[config.mk]
export PLATFORM = sky130hd
export DESIGN_NAME = sbe_control
export DESIGN_NICKNAME = d
export VERILOG_FILES = /design/src/hdl/sbe_pkg.sv /design/src/hdl/sbe_control.sv
export SDC_FILE = /design/constraint.sdc
export NUM_CORES = 1
export LEC_CHECK = 0
export BUFFER_PORTS_ARGS = -buffer_cell sky130_fd_sc_hd__buf_4
export CORE_AREA = 2 2 39 41
export DETAILED_ROUTE_END_ITERATION = 10
export DIE_AREA = 0 0 41 43
export PLACE_DENSITY = 0.69
export SLEW_MARGIN = 20
export SYNTH_ARGS = -nofsm -noshare
export SYNTH_HDL_FRONTEND = slang
export SYNTH_SLANG_ARGS = --single-unit
[constraint.sdc]
create_clock -name clk -period 1 [get_ports clk]
set_clock_uncertainty 0.1 [all_clocks]
set_input_delay 0.1 -clock clk [delete_from_list [all_inputs] [get_ports clk]]
set_output_delay 0.1 -clock clk [all_outputs]
set_load 0.02 [all_outputs]
[src/hdl/sbe_pkg.sv]
// Package for the stack bytecode executor: opcodes, status codes, memory size and
// the command/status structs between the controller and the datapath. No dependencies.
package sbe_pkg;

  // Data memory depth in 32-bit words.
  localparam int MEM_WORDS = 16384;

  typedef enum logic [5:0] {
    OP_LEA = 6'd0, OP_IMM = 6'd1, OP_JMP = 6'd2, OP_JSR = 6'd3, OP_BZ = 6'd4,
    OP_BNZ = 6'd5, OP_ENT = 6'd6, OP_ADJ = 6'd7, OP_LEV = 6'd8, OP_LI = 6'd9,
    OP_LC = 6'd10, OP_SI = 6'd11, OP_SC = 6'd12, OP_PSH = 6'd13, OP_OR = 6'd14,
    OP_XOR = 6'd15, OP_AND = 6'd16, OP_EQ = 6'd17, OP_NE = 6'd18, OP_LT = 6'd19,
    OP_GT = 6'd20, OP_LE = 6'd21, OP_GE = 6'd22, OP_SHL = 6'd23, OP_SHR = 6'd24,
    OP_ADD = 6'd25, OP_SUB = 6'd26, OP_MUL = 6'd27, OP_DIV = 6'd28, OP_MOD = 6'd29,
    OP_OPEN = 6'd30, OP_MCMP = 6'd36, OP_EXIT = 6'd37
  } opcode_t;

  localparam logic [2:0] ST_OK      = 3'd0;
  localparam logic [2:0] ST_EXITED  = 3'd1;
  localparam logic [2:0] ST_SYSCALL = 3'd2;
  localparam logic [2:0] ST_INVALID = 3'd3;
  localparam logic [2:0] ST_DIVZERO = 3'd4;

  localparam logic CFG_ENTRY = 1'b0;
  localparam logic CFG_STACK = 1'b1;

  // Memory address select.
  typedef enum logic [2:0] {
    MA_SP, MA_ACC, MA_POP, MA_FP, MA_FP4
  } maddr_t;

  // Commands from the controller to the datapath.
  typedef struct packed {
    logic   mem_rd;     // issue read at selected address
    maddr_t rd_sel;
    logic   pop_a;      // latch read data into operand register A
    logic   pop_b;      // latch read data into operand register B
    logic   exec;       // perform the instruction's register updates/write
    logic   div_start;
    logic   finish;     // load the result registers
  } sbe_cmd_t;

  // Status from the datapath to the controller.
  typedef struct packed {
    logic div_busy;
  } sbe_sts_t;

endpackage

[src/hdl/sbe_control.sv]
// Controller state machine: sequences stack reads, execution, division and result.
// Depends on sbe_pkg.
module sbe_control (
  input  logic              clk,
  input  logic              rst_n,
  input  logic              in_valid,
  output logic              in_stall,
  input  logic              in_operation,
  input  logic [5:0]        in_opcode,
  output logic              out_valid,
  input  logic              out_stall,
  output sbe_pkg::sbe_cmd_t cmd,
  input  sbe_pkg::sbe_sts_t sts
);
  import sbe_pkg::*;

  typedef enum logic [2:0] {
    S_IDLE, S_RD1, S_RD2, S_EXEC, S_DIV, S_DONE
  } state_t;

  state_t state_r, state_nxt;
  logic   ov_r, ov_nxt;
  logic   is_lev;

  // Item is held at the input (stalled) until its result is loaded.
  assign in_stall  = !(state_r == S_DONE && !(ov_r && out_stall));
  assign out_valid = ov_r;

  assign is_lev = !in_operation && in_opcode == OP_LEV;

  always_comb begin
    state_nxt = state_r; ov_nxt = ov_r;
    cmd = '0; cmd.rd_sel = MA_SP;
    if (ov_r && !out_stall) ov_nxt = 1'b0;
    case (state_r)
      S_IDLE: if (in_valid) begin
        cmd.mem_rd = 1'b1;
        cmd.rd_sel = is_lev ? MA_FP : MA_SP;
        state_nxt = S_RD1;
      end
      S_RD1: begin
        // First read is the popped word (or the saved frame pointer for LEV).
        cmd.pop_a = 1'b1; cmd.mem_rd = 1'b1;
        cmd.rd_sel = is_lev ? MA_FP4 : (in_opcode == OP_SC ? MA_POP : MA_ACC);
        state_nxt = S_RD2;
      end
      S_RD2: begin
        if (is_lev) cmd.pop_b = 1'b1;
        state_nxt = S_EXEC;
      end
      S_EXEC: begin
        cmd.exec = 1'b1;
        if (!in_operation && (in_opcode == OP_DIV || in_opcode == OP_MOD)) begin
          cmd.div_start = 1'b1; state_nxt = S_DIV;
        end else state_nxt = S_DONE;
      end
      S_DIV: if (!sts.div_busy) state_nxt = S_DONE;
      default: if (!(ov_r && out_stall)) begin
        cmd.finish = 1'b1; ov_nxt = 1'b1; state_nxt = S_IDLE;
      end
    endcase
  end

  always_ff @(posedge clk) begin
    if (!rst_n) begin
      state_r <= S_IDLE; ov_r <= 1'b0;
    end else begin
      state_r <= state_nxt; ov_r <= ov_nxt;
    end
  end
endmodule

==> impl_metrics.json, run 1 <==
{
  "outcome": "complete, but fails checks",
  "violations": "setup timing",
  "cp-start-kind": "flip-flop",
  "finalHoldViolCount": 0,
  "synth_top_cell_area_share": 0.2222,
  "fin_crit_sh": 1.345,
  "design.core.area_um2": 1384,
  "clock_path_buffers": 2,
  "gp_congestion": 0.6646,
  "boundaryPins": 23,
  "die_w_um": 41,
  "first_pass_iters": 4,
  "relSlewSlack": 0.8270,
  "via_per_inst": 4.863,
  "wl_per_cell_um": 10.76,
  "antenna_found_initial": 0,
  "yosysTopAreaCell": "dfxtp_1",
  "power_density_nw_per_um2": 1636,
  "placed_area_um2": 653.1,
  "worst_slew_pin_slew_ps": 259.2,
  "cts.sinks": 4,
  "row_count": 14,
  "ant_nets": 0,
  "final_common_cell": "buf_4",
  "synth_nets": 61,
  "seq_area_frac_synth": 0.2222,
  "cp_max_fo": 7,
  "dp_slack_ps": -227.1,
  "grt_pass1_vias": 452,
  "yosys.area_share.adder": 0,
  "initialDrtViolationCount": 5,
  "netlist_top_cells_area": "dfxtp_1, buf_6, nor2_1",
  "synth-simple-area-share": 0.4097,
  "final_nets": 100,
  "clock_latency_ps": 230,
  "maxCapViolCount": 0,
  "synth_compound_area_frac": 0.2188,
  "port_buffers": 22,
  "post-route-min-period_ps": 1345,
  "peakVddDrop_mv": 0.8851,
  "synth_cell_types": 24,
  "wl_mm": 1.098,
  "p_leak_nw": 0.3477,
  "syn_avg_cell_area_um2": 7.354,
  "synth_area_um2": 360.3,
  "ys_ff_latch": 4,
  "synthMuxAreaShare": 0,
  "die-area_um2": 1763,
  "fin_area_um2": 809.5,
  "hold_class": "primary input to flip-flop",
  "antennaDiodeCount": 0,
  "cp.arrival_ps": 1150,
  "required_ps": 800,
  "setup_slack_ps": -345.1,
  "start_util": 0.2604,
  "grt_max_degree": 8,
  "worstSetupEndpointType": "primary output",
  "grt-ovfl-total": 0,
  "syn_inst": 49,
  "track_usage": 0.1446,
  "synth_top_family_by_area": "simple AND/OR/NAND/NOR gates",
  "setup_viol": 13,
  "grt_pass1_wl_mm": 1.738,
  "final_util": 0.5850,
  "area_delta_synth_final_pct": 124.7,
  "cts.clk_slew.worst_paths_ps": 30,
  "worstSetupPathType": "flip-flop to primary output",
  "synth_xor_area_frac": 0.02431,
  "cts_root_buffer": "clkbuf_4",
  "cts_made_buffers": 3,
  "crit_start": "state_r[2]",
  "rsz0062_at_grt": "yes",
  "min_from": "rst_n",
  "holdWs_ps": 18.73,
  "holdBufCountCts": 0,
  "cts_tree": "built",
  "slew_viol_final": 0,
  "power.total_mw": 1.325,
  "drive_gt1_frac": 0.7093,
  "crit-reg2reg-launch": "state_r[1]",
  "via_count": 496,
  "htree_levels": 1,
  "max_freq_mhz": 743.4,
  "die_h_um": 43,
  "drc": 0,
  "yosysWarnings": 0,
  "layout_common_cells": "buf_4, buf_6, nor2_4, nor2_1, nand3_1"
}
==> state kept, by name, indices dropped and copies added, names as in the netlist <==
signal,flops
state_r,3
out_valid,1
==> worst max-delay path, cell delays in order (launching register included) <==
cell     delay [ps]
dfxtp_4         360
nor2_4          180
nand2_4          90
o22ai_4         150
buf_6           140
==> repair_timing <==
action                                  in CTS  in global routing
setup buffers                                5                  2
pin swaps                                   10                  7
gates resized for setup                     21                  5
endpoints found under the setup margin      14                 15
==> synthesized netlist by cell type (all sizes together) <==
cell	count
dfxtp	4
nor2	9
a22oi	1
nand4	1
nand3	5
nand4b	1
o31a	1
o22ai	1
o31ai	1
a31o	1
xor2	1
and3	1
nand2b	2
nor3b	1
a211oi	1
a21oi	3
o21a	1
nor2b	2
o21ai	1
buf	3
nor3	2
inv	3
nand2	3
==> routing by layer <==
| metal | global-route usage | up-vias | part of all wire |
|---|---|---|---|
| li1 | - | 248 | - |
| met1 | 0.1479 | 229 | 0.36 |
| met2 | 0.2469 | 19 | 0.57 |
| met3 | 0.02094 | 0 | 0.075 |
| met4 | 0.1000 | 0 | 0 |
| met5 | 0 | - | 0 |
==> power breakdown <==
part	internal, mW	switching, mW
Sequential	0.208	0.0630
Combinational	0.484	0.379
Clock	0.134	0.0576
Total	0.825	0.499
==> stage by stage <==
stage | TNS (ps) | instances
after floorplan | -395.4 | 49
final | -3194 | 102
after global placement | -1922 | 93
after CTS | -3374 | 101
after global routing | -3902 | 102
after detailed placement | -2128 | 93
==> path summary, 6_finish.rpt <==
kind	to	slack, ps	cells past startpoint
min	state_r[0]	20	2
max reg2reg	state_r[0]	-190	3
max	cmd[5]	-350	4
min reg2reg	state_r[1]	420	2
==> logic make-up after synthesis <==
logic type,Yosys count
AOI/OAI and AO/OA,11
xor gates and xnor gates,1
and+or+nand+nor,27
DFF,4
buffers and inverters,6
==> area by class of cell <==
| type | count | area [um2] |
|---|---|---|
| fillers | 131 | 574.3 |
| repair buffers | 37 | 339.1 |
| multi-input cells | 39 | 324.1 |
| flip-flops and latches | 4 | 92.59 |
| clock buffers | 3 | 22.52 |
| well taps | 16 | 20.02 |
| inverters | 3 | 11.26 |
(Power assumes the default switching activity.)
==> run 2: changes to the inputs <==
Settings changed: CORE_AREA 2 2 39 41 to 5 5 42 44, DIE_AREA 0 0 41 43 to 0 0 47 49.
==> run 2 against run 1 <==
  * The run still ends with setup timing left
  * Sequential cell count unchanged
  * Sequential share of layout area grew 0.50 points
  * Non-clock buffer count is 3 lower
  * Largest cell class is now multi-input gates
  * Largest power group unchanged
  * Combinational power fell by 11%
  * Worst hold slack better by 12 ps
  * Register-to-register slack about the same
  * Clock power is 4% higher
==> impl_metrics.json, run 2 (synthesis results as in run 1) <==
{
  "grt_pass1_vias": 549,
  "fin_crit_sh": 1.339,
  "area_delta_synth_final_pct": 115.3,
  "fin_tns_setup_ps": -3210,
  "setup_slack_ps": -338.7,
  "clock_path_buffers": 2,
  "antenna_found_initial": 0,
  "design.core.area_um2": 1401,
  "finalHoldViolCount": 0,
  "crit-reg2reg-launch": "state_r[1]",
  "relSlewSlack": 0.8175,
  "port_buffers": 22,
  "cp_max_fo": 5,
  "final.fill_count": 135,
  "wl_per_cell_um": 12.54,
  "peakVddDrop_mv": 0.9096,
  "required_ps": 800,
  "hpwl_um": 936.4,
  "first_pass_iters": 4,
  "via_count": 496,
  "final_util": 0.5536,
  "track_usage": 0.1210,
  "cp-start-kind": "flip-flop",
  "htree_levels": 1,
  "rsz0062_at_grt": "yes",
  "wl_mm": 1.241,
  "final_nets": 97,
  "boundaryPins": 23,
  "power.total_mw": 1.241,
  "layoutNonFillerInstCount": 99,
  "worst_slew_pin_slew_ps": 273.8,
  "row_count": 14,
  "holdBufCountCts": 0,
  "holdWs_ps": 30.61,
  "die-area_um2": 2303,
  "multi_input_area_um2": 320.3,
  "ant_nets": 0,
  "violations": "setup timing",
  "cts_root_buffer": "clkbuf_4",
  "grt-ovfl-total": 0,
  "final-seq-area_um2": 92.59,
  "drc": 0,
  "cts.sinks": 4,
  "slew_viol_final": 0,
  "via_per_inst": 5.010,
  "final_common_cell": "buf_4",
  "grt_max_degree": 8,
  "regMostFlops": "state_r",
  "grt_pass1_wl_mm": 2.097,
  "layout_common_cells": "buf_4, buf_6, nor2_4, nor2_1, nand3_1",
  "die_w_um": 47,
  "initialDrtViolationCount": 9,
  "worstSetupEndpointType": "primary output",
  "post-route-min-period_ps": 1339,
  "worstSetupPathType": "flip-flop to primary output",
  "gp_congestion": 0.8234,
  "outcome": "complete, but fails checks",
  "hold_class": "primary input to flip-flop",
  "drive_gt1_frac": 0.6747,
  "cts_made_buffers": 3,
  "max_freq_mhz": 747.0,
  "dp.cells": 91,
  "cp.arrival_ps": 1140,
  "cts.clk_slew.worst_paths_ps": 30,
  "antennaDiodeCount": 0,
  "p_leak_nw": 0.3295,
  "maxCapViolCount": 0,
  "setup_viol": 13,
  "largest_reg_flops": 3,
  "power_density_nw_per_um2": 1600,
  "cts_tree": "built",
  "start_util": 0.2571,
  "clock_latency_ps": 230,
  "crit_start": "state_r[1]",
  "min_from": "rst_n",
  "die_h_um": 49
}
==> run 2: where the power goes <==
group / switching, mW / internal (mW)
clock: 0.0639 / 0.134
sequential: 0.0676 / 0.208
combinational: 0.362 / 0.406
total: 0.494 / 0.748
==> run 2: worst paths after layout <==
| kind | slack (ps) | end | cells after the start |
|---|---|---|---|
| setup / recovery | -340 | cmd[5] | 4 |
| hold / removal | 30 | state_r[0] | 2 |
| setup reg to reg | -200 | state_r[0] | 3 |
| hold reg to reg | 440 | state_r[1] | 2 |
==> run 2: critical path, cell delays in order, from the launching register on <==
cell	delay, ps
dfxtp_4	360
nor2_4	170
nand2_4	90
o22ai_4	150
buf_6	140
==> run 2: repair_timing <==
item,CTS,global route
endpoints found under the hold margin,0,0
pin swaps,2,4
buffers inserted,4,1
resized for setup,18,3
setup endpoints to repair,14,15
==> run 2: routing by layer <==
layer	share of wire	global-route usage	wire length, um
met1	0.39	0.1313	484
met2	0.59	0.2059	726
met3	0.016	0.02952	20
met4	0.0081	0.05991	10
met5	0	0	0
==> run 2: area by class of cell <==
type	instances	area share
Clock buffer	3	0.02903
Timing Repair Buffer	34	0.3984
Sequential cell	4	0.1194
Inverter	3	0.01452
Multi-Input combinational cell	39	0.4129
Tap cell	16	0.02581
==> run 2: metrics by stage <==
stage | setup WS, ps | area (um2)
6_report | -338.7 | 775.7
5_1_grt | -392.3 | 775.7
4_1_cts | -343.3 | 759.5
3_5_place_dp | -235.1 | 638.1
3_3_place_gp | -221.9 | 638.1
2_1_floorplan | -72.09 | 434.2
==> run 3: changes to the inputs <==
Settings changed: CTS_BUF_LIST from default to sky130_fd_sc_hd__clkbuf_8.
==> run 3 against run 2 <==
  * The flow still finishes with violations (setup timing)
  * Via count increased by 4.4%
  * Count of clock-buffer cells in the layout unchanged
  * Maximum frequency increased by 0.32%
  * Worst setup slack improved by 4.2 ps
  * Sequential power about the same
  * Register-to-register slack got worse by 30 ps
  * Non-clock buffer count increased by 3
  * Critical path depth unchanged
  * Combinational power increased by 8.1%
  * Sequential cell count unchanged
  * Global-route usage increased by 1.3 points
  * Highest routed layer unchanged
==> impl_metrics.json, run 3 (synthesis results as in run 1) <==
{
  "setup_slack_ps": -334.5,
  "drive_gt1_frac": 0.7209,
  "final_nets": 100,
  "worstSetupPathType": "flip-flop to primary output",
  "relSlewSlack": 0.8157,
  "max_freq_mhz": 749.4,
  "reg2reg_depth": 6,
  "grt.met3_usage": 0.04059,
  "grt_max_degree": 8,
  "cts.clk_slew.worst_paths_ps": 30,
  "cts_made_buffers": 3,
  "p_leak_nw": 0.3582,
  "final.fill_count": 121,
  "initialDrtViolationCount": 7,
  "port_buffers": 22,
  "power_density_nw_per_um2": 1733,
  "first_pass_iters": 4,
  "post-route-min-period_ps": 1334,
  "crit_start": "state_r[1]",
  "wl_per_cell_um": 13.48,
  "rsz0062_at_grt": "yes",
  "holdPathEnd": "state_r[0]",
  "final_common_cell": "buf_4",
  "design.core.area_um2": 1401,
  "die-area_um2": 2303,
  "path_buf_inv": 1,
  "min_from": "rst_n",
  "worst_slew_pin_slew_ps": 276.5,
  "final-seq-area_um2": 92.59,
  "cts.sinks": 4,
  "crit-reg2reg-launch": "state_r[2]",
  "grt_pass1_vias": 579,
  "cts_tree": "built",
  "grt_busiest_layer": "met2",
  "peakVddDrop_mv": 0.9583,
  "htree_levels": 1,
  "hold_class": "primary input to flip-flop",
  "setup_viol": 13,
  "cts_root_buffer": "clkbuf_8",
  "grt_pass1_wl_mm": 2.290,
  "layout_common_cells": "buf_4, buf_6, nor2_4, nor2_1",
  "fin_tns_setup_ps": -3277,
  "holdWs_ps": 55.79,
  "via_per_inst": 5.078,
  "hpwl_um": 936.4,
  "cp_top_family": "flip-flops",
  "gp_congestion": 0.8234,
  "die_h_um": 49,
  "drc": 0,
  "antenna_found_initial": 0,
  "area_delta_synth_final_pct": 131.9,
  "violations": "setup timing",
  "cp.arrival_ps": 1130,
  "cp_max_fo": 6,
  "clock_latency_ps": 220,
  "fin_crit_sh": 1.334,
  "cp-start-kind": "flip-flop",
  "critPathSlowestCell": "dfxtp_4",
  "worstSetupEndpointType": "primary output",
  "largest_reg_flops": 3,
  "outcome": "complete, but fails checks",
  "final_util": 0.5964,
  "r2r_slack_ps": -230,
  "finalHoldViolCount": 0,
  "multi_input_area_um2": 330.3,
  "regMostFlops": "state_r",
  "die_w_um": 47,
  "rr_endpoint": "state_r[0]",
  "antennaDiodeCount": 0,
  "required_ps": 800,
  "use_met2": 0.2330,
  "clock_path_buffers": 2,
  "hold_depth": 2,
  "max_stage_delay_ps": 360,
  "track_usage": 0.1343,
  "ant_nets": 0,
  "grt-ovfl-total": 0,
  "power.total_mw": 1.449,
  "via_count": 518,
  "start_util": 0.2571,
  "cp.depth": 4,
  "boundaryPins": 23,
  "crit_chain": "nor2_4 > nand2_4 > o22ai_4 > buf_6",
  "slew_viol_final": 0,
  "wl_mm": 1.375,
  "use_met1": 0.1400,
  "maxCapViolCount": 0,
  "row_count": 14
}
## run 3: how the worst max path moves through the flow
stage	slack, ps	endpoint
final	-330	cmd[5]
after global routing	-380	cmd[3]
after CTS	-320	cmd[5]
after detailed placement	-240	cmd[0]
after global placement	-220	cmd[3]
after floorplan	-70	state_r[0]
## run 3: final cells by class
cell class / count / share of cell area
clock buffers: 3 / 0.04940
inverters: 3 / 0.01946
multi-input cells: 39 / 0.3952
flip-flops and latches: 4 / 0.1108
well taps: 16 / 0.02395
repair buffers: 37 / 0.4012
## run 3: repair_timing
item	CTS	global route
buffers inserted	7	1
endpoints found under the setup margin	14	13
pin swaps	7	5
resized for setup	24	4
endpoints found under the hold margin	0	0
hold buffers	0	0
## run 3: metal layers
layer	wire length, um	share of wire	vias to the layer above
met4	11	0.0080	0
li1	-	-	251
met5	0	0	-
met2	817	0.59	11
met1	513	0.37	254
met3	33	0.024	2
## run 3: per-stage QoR
stage               instance area [um2]  setup slack [ps]  instances
global route                      835.8            -383.7        102
floorplan                         434.2            -72.09         49
detailed placement                638.1            -235.1         91
finish                            835.8            -334.5        102
global placement                  638.1            -221.9         91
CTS                               812.0            -323.6        101
## run 3: worst register-to-register path, stage by stage, from the launching register on
cell,delay (ps)
dfxtp_4,370
buf_4,140
buf_6,100
buf_4,130
nand3_2,50
nor2_1,40
a31o_1,180
## run 3: power by group
| group | internal (mW) | switching (mW) |
|---|---|---|
| Clock | 0.257 | 0.0845 |
| Sequential | 0.208 | 0.0699 |
| Combinational | 0.438 | 0.392 |
| Total | 0.903 | 0.546 |
